### src/hw/rtl/wprb_pkg.sv
// Package for the waveform peak/RMS binner.
// Holds the item structs, the sequencer state type and shared constants.
// Depends on nothing; every RTL file of the block imports it.
package wprb_pkg;

    // Defaults for the top-level parameters.
    localparam int BINS_DEF        = 1024;
    localparam int COUNT_WIDTH_DEF = 24;

    // Fixed field and register widths.
    localparam int SAMPLE_W = 16;
    localparam int SPB_W    = 24;
    localparam int BIN_W    = 10;
    localparam int LEVEL_W  = 8;
    localparam int SUM_W    = 55;

    // Shared multiplier: a 32-bit operand times a 16-bit operand.
    localparam int MUL_A_W = 32;
    localparam int MUL_B_W = 16;
    localparam int MUL_P_W = MUL_A_W + MUL_B_W;

    // Right side of the root test, 65025 * sum_squares, and the left side.
    localparam int RHS_W = SUM_W + 16;
    localparam int LHS_W = MUL_P_W + 30;

    localparam logic [SPB_W-1:0]   SPB_RESET  = 24'd1;
    localparam logic [MUL_B_W-1:0] RMS_SCALE  = 16'd65025;
    localparam logic [MUL_B_W-1:0] PEAK_SCALE = 16'd255;

    typedef struct packed {
        logic signed [SAMPLE_W-1:0] sample;
        logic                       end_of_track;
    } t_in_item;

    typedef struct packed {
        logic [BIN_W-1:0]   bin_index;
        logic [LEVEL_W-1:0] peak_level;
        logic [LEVEL_W-1:0] rms_level;
    } t_out_item;

    typedef enum logic [3:0] {
        S_IDLE,
        S_SQR,
        S_ACC,
        S_RHS0,
        S_RHS1,
        S_RHS2,
        S_PEAK,
        S_RSQ,
        S_RMUL,
        S_RCMP,
        S_EMIT
    } t_state;

endpackage

### src/hw/rtl/waveform_peak_rms_binner_core.sv
// A sample that does not close a bin passes through S_SQR and S_ACC, and the next item is taken
// back in S_IDLE. A sample that closes a bin goes on through S_RHS0, S_RHS1, S_RHS2, S_PEAK and
// the root search, and S_EMIT raises o_out_valid once the output register is free; an
// end-of-track item that flushes a partial bin starts at S_RHS0. Each bit of the 8-bit root
// search runs through S_RSQ, S_RMUL and S_RCMP on the shared multiplier. Input is not taken
// while an item is at work. Reset (i_rst_n low, synchronous) clears the bin index, the
// accumulators and the output valid, and sets samples_per_bin to 1.
//
// Top level of the waveform peak/RMS binner: sequencer, shared multiplier and datapath.
// Depends on wprb_pkg.
module waveform_peak_rms_binner_core
    import wprb_pkg::*;
#(
    parameter int BINS        = BINS_DEF,
    parameter int COUNT_WIDTH = COUNT_WIDTH_DEF
) (
    input  logic              i_clk,
    input  logic              i_rst_n,
    // Configuration: samples_per_bin.
    input  logic              i_cfg_we,
    input  logic [SPB_W-1:0]  i_cfg_data,
    // Input items.
    input  logic              i_in_valid,
    input  t_in_item          i_in_item,
    output logic              o_in_stall,
    // Result items.
    output logic              o_out_valid,
    output t_out_item         o_out_item,
    input  logic              i_out_stall
);

    // The bin index must be able to hold BINS itself, which marks "all bins done".
    localparam int NB_W  = $clog2(BINS + 1);
    // Width at which the sample count is compared against samples_per_bin.
    localparam int CMP_W = (COUNT_WIDTH > SPB_W) ? COUNT_WIDTH : SPB_W;

    t_state r_state, n_state;

    // Bin state; reset and end of track clear all but r_spb, a closed bin clears peak, sum and count.
    logic [NB_W-1:0]        r_next_bin;
    logic [SAMPLE_W-1:0]    r_peak;
    logic [SUM_W-1:0]       r_sum;
    logic [COUNT_WIDTH-1:0] r_count;
    logic [SPB_W-1:0]       r_spb;

    // Per-item working registers.
    logic [SAMPLE_W-1:0]    r_mag;
    logic                   r_eot;
    logic [MUL_P_W-1:0]     r_prod;
    logic [RHS_W-1:0]       r_rhs;
    logic [LEVEL_W-1:0]     r_peak_level;
    logic [LEVEL_W-1:0]     r_root;
    logic [2:0]             r_bit;

    // Output register.
    logic                   r_out_valid;
    t_out_item              r_out_item;

    logic                   w_in_acc;
    logic                   w_out_free;
    logic                   w_done;
    logic [SAMPLE_W-1:0]    w_mag;
    logic [COUNT_WIDTH-1:0] w_count_inc;
    logic                   w_close;
    logic [LEVEL_W-1:0]     w_trial;
    logic                   w_fits;
    logic [MUL_A_W-1:0]     w_mul_a;
    logic [MUL_B_W-1:0]     w_mul_b;
    logic [31:0]            w_bin32;

    assign w_in_acc    = i_in_valid && !o_in_stall;
    // The output register can take a new result when it is empty or being drained.
    assign w_out_free  = !r_out_valid || !i_out_stall;
    assign w_done      = (r_next_bin >= NB_W'(BINS));

    // Magnitude of a two's complement sample; the most negative value gives 0x8000.
    assign w_mag = i_in_item.sample[SAMPLE_W-1]
                 ? SAMPLE_W'(~i_in_item.sample + 1'b1)
                 : SAMPLE_W'(i_in_item.sample);

    // The count wraps at its own width; a bin length of zero closes on every sample.
    assign w_count_inc = r_count + 1'b1;
    assign w_close     = (CMP_W'(w_count_inc) >= CMP_W'(r_spb));

    // Root search: the trial value sets the bit under test on top of the bits already kept.
    assign w_trial = r_root | (LEVEL_W'(1) << r_bit);
    // r*r*count*2^30 <= 65025*sum_squares, with r*r*count held in the product register.
    assign w_fits  = ({r_prod, 30'd0} <= LHS_W'(r_rhs));

    assign w_bin32 = 32'(r_next_bin);

    // Next state.
    always_comb begin
        n_state = r_state;
        case (r_state)
            S_IDLE: begin
                if (w_in_acc) begin
                    if (i_in_item.end_of_track) begin
                        if (!w_done && (r_count != '0)) begin
                            n_state = S_RHS0;
                        end
                    end else if (!w_done) begin
                        n_state = S_SQR;
                    end
                end
            end
            S_SQR:  n_state = S_ACC;
            S_ACC:  n_state = w_close ? S_RHS0 : S_IDLE;
            S_RHS0: n_state = S_RHS1;
            S_RHS1: n_state = S_RHS2;
            S_RHS2: n_state = S_PEAK;
            S_PEAK: n_state = S_RSQ;
            S_RSQ:  n_state = S_RMUL;
            S_RMUL: n_state = S_RCMP;
            S_RCMP: n_state = (r_bit == 3'd0) ? S_EMIT : S_RSQ;
            S_EMIT: n_state = w_out_free ? S_IDLE : S_EMIT;
            default: n_state = S_IDLE;
        endcase
    end

    // Outputs of the sequencer: input stall and the operands of the shared multiplier.
    always_comb begin
        o_in_stall = (r_state != S_IDLE);
        w_mul_a    = '0;
        w_mul_b    = '0;
        case (r_state)
            S_SQR: begin
                w_mul_a = MUL_A_W'(r_mag);
                w_mul_b = r_mag;
            end
            S_RHS0: begin
                w_mul_a = r_sum[31:0];
                w_mul_b = RMS_SCALE;
            end
            S_RHS1: begin
                w_mul_a = MUL_A_W'(r_sum[SUM_W-1:32]);
                w_mul_b = RMS_SCALE;
            end
            S_RHS2: begin
                w_mul_a = MUL_A_W'(r_peak);
                w_mul_b = PEAK_SCALE;
            end
            S_RSQ: begin
                w_mul_a = MUL_A_W'(w_trial);
                w_mul_b = MUL_B_W'(w_trial);
            end
            S_RMUL: begin
                w_mul_a = MUL_A_W'(r_count);
                w_mul_b = r_prod[MUL_B_W-1:0];
            end
            default: begin
                w_mul_a = '0;
                w_mul_b = '0;
            end
        endcase
    end

    // Control registers and bin state.
    always_ff @(posedge i_clk) begin
        if (!i_rst_n) begin
            r_state     <= S_IDLE;
            r_out_valid <= 1'b0;
            r_next_bin  <= '0;
            r_peak      <= '0;
            r_sum       <= '0;
            r_count     <= '0;
            r_spb       <= SPB_RESET;
        end else begin
            r_state <= n_state;
            if (i_cfg_we) begin
                r_spb <= i_cfg_data;
            end
            if (r_out_valid && !i_out_stall) begin
                r_out_valid <= 1'b0;
            end
            case (r_state)
                S_IDLE: begin
                    // End of track with nothing to flush clears everything at once.
                    if (w_in_acc && i_in_item.end_of_track
                        && (w_done || (r_count == '0))) begin
                        r_next_bin <= '0;
                        r_peak     <= '0;
                        r_sum      <= '0;
                        r_count    <= '0;
                    end
                end
                S_ACC: begin
                    if (r_mag > r_peak) begin
                        r_peak <= r_mag;
                    end
                    r_sum   <= r_sum + SUM_W'(r_prod[30:0]);
                    r_count <= w_count_inc;
                end
                S_EMIT: begin
                    if (w_out_free) begin
                        r_out_valid <= 1'b1;
                        r_next_bin  <= r_eot ? '0 : r_next_bin + 1'b1;
                        r_peak      <= '0;
                        r_sum       <= '0;
                        r_count     <= '0;
                    end
                end
                default: begin
                end
            endcase
        end
    end

    // Working registers and the shared multiplier; no reset needed.
    always_ff @(posedge i_clk) begin
        r_prod <= MUL_P_W'(w_mul_a) * MUL_P_W'(w_mul_b);
        case (r_state)
            S_IDLE: begin
                if (w_in_acc) begin
                    r_mag <= w_mag;
                    r_eot <= i_in_item.end_of_track;
                end
            end
            S_RHS1: begin
                r_rhs <= RHS_W'(r_prod);
            end
            S_RHS2: begin
                r_rhs <= r_rhs + {r_prod[RHS_W-33:0], 32'd0};
            end
            S_PEAK: begin
                r_peak_level <= r_prod[22:15];
                r_root       <= '0;
                r_bit        <= 3'd7;
            end
            S_RCMP: begin
                if (w_fits) begin
                    r_root <= r_root | (LEVEL_W'(1) << r_bit);
                end
                r_bit <= r_bit - 1'b1;
            end
            S_EMIT: begin
                if (w_out_free) begin
                    r_out_item.bin_index  <= w_bin32[BIN_W-1:0];
                    r_out_item.peak_level <= r_peak_level;
                    r_out_item.rms_level  <= r_root;
                end
            end
            default: begin
            end
        endcase
    end

    assign o_out_valid = r_out_valid;
    assign o_out_item  = r_out_item;

`ifndef SYNTHESIS
    // The bin index never runs past the "all bins done" mark.
    a_bin_range: assert property (@(posedge i_clk) disable iff (!i_rst_n)
        r_next_bin <= NB_W'(BINS))
        else $error("bin index beyond BINS");

    // During the root search, the bit under test and all lower bits are still clear.
    a_root_order: assert property (@(posedge i_clk) disable iff (!i_rst_n)
        (r_state == S_RSQ) |-> ((r_root << (3'd7 - r_bit)) == '0))
        else $error("root bits set out of order");

    // A new result only appears from the emit step.
    a_emit_src: assert property (@(posedge i_clk) disable iff (!i_rst_n)
        $rose(o_out_valid) |-> ($past(r_state) == S_EMIT))
        else $error("result raised outside the emit step");

    // End of track either starts a flush or leaves all bin state cleared.
    a_eot_clear: assert property (@(posedge i_clk) disable iff (!i_rst_n)
        (w_in_acc && i_in_item.end_of_track) |=>
            ((r_state == S_RHS0) || ((r_next_bin == '0) && (r_count == '0))))
        else $error("end of track did not clear the bin state");
`endif

endmodule
### config.mk
export PLATFORM = sky130hd
export DESIGN_NAME = waveform_peak_rms_binner_core
export DESIGN_NICKNAME = d
export VERILOG_FILES = /design/src/hw/rtl/wprb_pkg.sv /design/src/hw/rtl/waveform_peak_rms_binner_core.sv
export SDC_FILE = /design/constraint.sdc
export NUM_CORES = 2
export LEC_CHECK = 0
export ABC_CLOCK_PERIOD_IN_PS = 26000
export BUFFER_PORTS_ARGS = -buffer_cell sky130_fd_sc_hd__buf_4
export CORE_MARGIN = 2
export CORE_UTILIZATION = 45
export DETAILED_ROUTE_END_ITERATION = 8
export GPL_ROUTABILITY_DRIVEN = 0
export PLACE_DENSITY = 0.58
export SYNTH_ARGS = -nofsm -noshare
export SYNTH_HDL_FRONTEND = slang
export SYNTH_SLANG_ARGS = --single-unit
### constraint.sdc
create_clock -name i_clk -period 26 [get_ports i_clk]
set_input_delay 3.9 -clock i_clk [delete_from_list [all_inputs] [get_ports i_clk]]
set_output_delay 3.9 -clock i_clk [all_outputs]
set_load 0.005 [all_outputs]
==> results.md <==
- Initial Util: a little under half
- Core outline area: 75900 sq um
- Met1 GRT Util: 36.0%
- Count of pins over their slew limit: 0
- Status: finished clean
- EDFF count, synth: approximately 130
- Synth Flop Type: dfxtp_1
- Synth Register Bits: approximately 320
- First DRT Iteration DRCs: approximately 1800
- Vias in the first global route: 26892
- Post-CTS setup buffer count: 0
- Crit-path most repeated cell: fa_1
- Cell row count: 101
- Via count: 27344
- Fin crit period: 9.65 ns
- Post-synthesis cell count: 3914
- CTS sink count: 316
- Initial antenna violation count: 2
- Max Fclk: 104 MHz
- Global-route track usage on met3: between 2 and 2.5%
- Largest buffer count on any clock path: 3
- CP max stage cell: dfxtp_1
- Seq/Total Area, Yosys: between 20% and 30%
- Hold Fails Final Rpt: 0
- Crit path max fanout: 83
- Die H: 281 um
- Grt met2 use: 42.9%
- RSZ-0062 raised after global routing: no
- Final HPWL DP: 79100 um
- H-tree Lvls: 2
- CP Launch Type: flip-flop
- Worst slew margin relative to its limit: 16.4%
- Syn-to-layout area delta: 8.21%
- Die W: 281 um
- YS warnings: 0
- IO buf count: 73
- Avg Cell Area, Syn: 8.83 sq um
- Remaining DRCs: 0
- GRT busiest layer: met2
- Final global-route overflow total: 0
- Mapped Area: 34500 sq um
- Antenna Nets Post-Route: 0
- Ports: 74
- # setup viols final: 0
- Drt first pass iters: 5
- TritonCTS clock tree: done
- CTS hold repair buffers: 0
- Die area: 79000 sq um
- Via/cell ratio: about 5.5
- CTS Root Cell: clkbuf_16
- Tot GR Track Use: 25.9%
- Leak pwr: 17.2 nW
- Critical path data arrival time: 10.05 ns
- Final Worst Setup Slack: 16.35 ns
- # fillers: 7368
- CP endpoint kind: flip-flop
- P per Cell Area: ~57 nW/um^2
- Fraction of registers with async set/reset: 0%
- Final Cycle Share: 37.1%
- Worst slew pin tran: 1.25 ns
- Antenna diodes: 0
- Critical path class: flip-flop to flip-flop
- Layout cells sized above 1: just over 5%
- Peak supply drop: roughly 0.049 mV
- Clk slew on worst S/H paths: 0.06 ns
- First-pass GRT wire length: 157000 um
- HP Class: flip-flop to flip-flop
- FF-to-FF setup slack: 16.35 ns
- Setup TNS: 0 ns
- CP max stage delay: 0.86 ns
- Largest net degree at the start of global routing: 84
- Clock insertion delay at the later pin of the skew report: 0.55 ns
- Bufs and invs on worst path: 7
- Avg WL per Cell: around 20 um
- Delay-heaviest family, CP: adder cells
- Layout Skew: approximately 0.032 ns
- Unique masters post-synth: 89
- CTS buffer count: 36
- Post-cts resize count: 0
- Max-cap violations: 0
- Data required, critical path: 26.40 ns
- Layout Nets: 4693
- Final wirelength: 100000 um
- Pre-CTS setup slack: 16.49 ns
metal layers:
| layer | vias up | share of wire (%) |
|---|---|---|
| li1 | 12849 | - |
| met1 | 13505 | 45 |
| met2 | 830 | 47 |
| met3 | 160 | 5.3 |
| met4 | 0 | 2.9 |
| met5 | - | 0 |
cell type report:
cell class                      instances  area, sq um  share of cell area [%]
Clock inverter                         18          186                   0.499
Inverter                              598         2240                    6.00
Tap cell                             1030         1290                    3.45
Sequential cell                       316         7660                    20.5
Timing Repair Buffer                   97          728                    1.95
Clock buffer                           46         1000                    2.68
Multi-Input combinational cell       2898        24300                    64.9
flip-flops by register name, indices dropped and copies added, names as in the netlist:
| name | flops |
|---|---|
| r_rhs | 71 |
| r_sum | 55 |
| r_prod | 48 |
| o_out_item | 26 |
| r_count | 24 |
| r_spb | 24 |
| r_mag | 16 |
| r_peak | 16 |
| r_next_bin | 11 |
| r_peak_level | 8 |
| r_root | 8 |
| r_state | 4 |
| r_bit | 3 |
| o_out_valid | 1 |
| r_eot | 1 |
kinds of logic after synthesis:
kind of cell / after synthesis / synth area share (%)
compound gates: 670 / 12.8
simple gates: 1273 / 17.1
buf+inv: 762 / 8.39
flops: 316 / 22.2
fa+ha+maj: 700 / 34.5
mux: 50 / 1.45
other cells: 2 / 0.0217
xor+xnor: 141 / 3.57
through the flow:
stage / util [%] / instances / hold WS (ns) / total power, mW / cell area (sq um)
after global placement: 47.7 / 4939 / 0.401 / 1.63 / 36200
after floorplan: - / 3976 / 0.400 / 1.32 / 34800
final: 49.2 / 5003 / 0.415 / 2.14 / 37400
after detailed placement: 47.7 / 4939 / 0.405 / 1.63 / 36200
after CTS: 49.2 / 5003 / 0.416 / 2.16 / 37400
after global routing: 49.2 / 5003 / 0.423 / 2.29 / 37400
power breakdown:
| part | switching, mW | internal (mW) |
|---|---|---|
| clock network | 0.219 | 0.304 |
| logic | 0.607 | 0.363 |
| registers | 0.0852 | 0.567 |
| total | 0.910 | 1.23 |
synthesized netlist by cell type (16+ instances only):
master	count	area share (%)
ha_1	280	10
a21o_1	106	2.3
nor2_1	325	3.5
and2_1	63	1.1
and3_1	42	0.76
xor2_1	56	1.4
nor2b_1	76	1.4
o21ai_0	130	1.9
o211ai_1	17	0.37
a21oi_1	172	2.5
mux2i_1	50	1.4
nand2b_1	25	0.45
dfxtp_1	183	11
clkbuf_1	130	1.4
or3_1	16	0.29
o21a_1	25	0.54
nand4_1	59	1.1
buf_2	18	0.26
a211oi_1	29	0.63
nand2_1	504	5.5
xnor2_1	85	2.2
nand3_1	59	0.85
inv_1	598	6.5
o31ai_1	17	0.37
edfxtp_1	133	12
a22oi_1	50	1.1
fa_1	420	24
nor3_1	35	0.51
layout by cell type (no fill, tap or decap), types with 63 or more instances in the layout:
| cell | n |
|---|---|
| o21ai_0 | 130 |
| and2_1 | 63 |
| dfxtp_1 | 183 |
| nor2b_1 | 76 |
| buf_4 | 97 |
| edfxtp_1 | 133 |
| conb_1 | 64 |
| a21o_1 | 106 |
| nand2_1 | 503 |
| xnor2_1 | 85 |
| inv_1 | 598 |
| nor2_1 | 323 |
| a21oi_1 | 171 |
| ha_1 | 280 |
| fa_1 | 420 |
final timing paths:
path	startpoint	to	depth (start not counted)
worst max register to register	r_state[3]	r_prod[41]	27
worst max-delay path	r_state[3]	r_prod[41]	27
worst min register to register	r_peak_level[6]	o_out_item[14]	0
worst min-delay path	r_peak_level[6]	o_out_item[14]	0
Power figures use the tool's default switching activity.
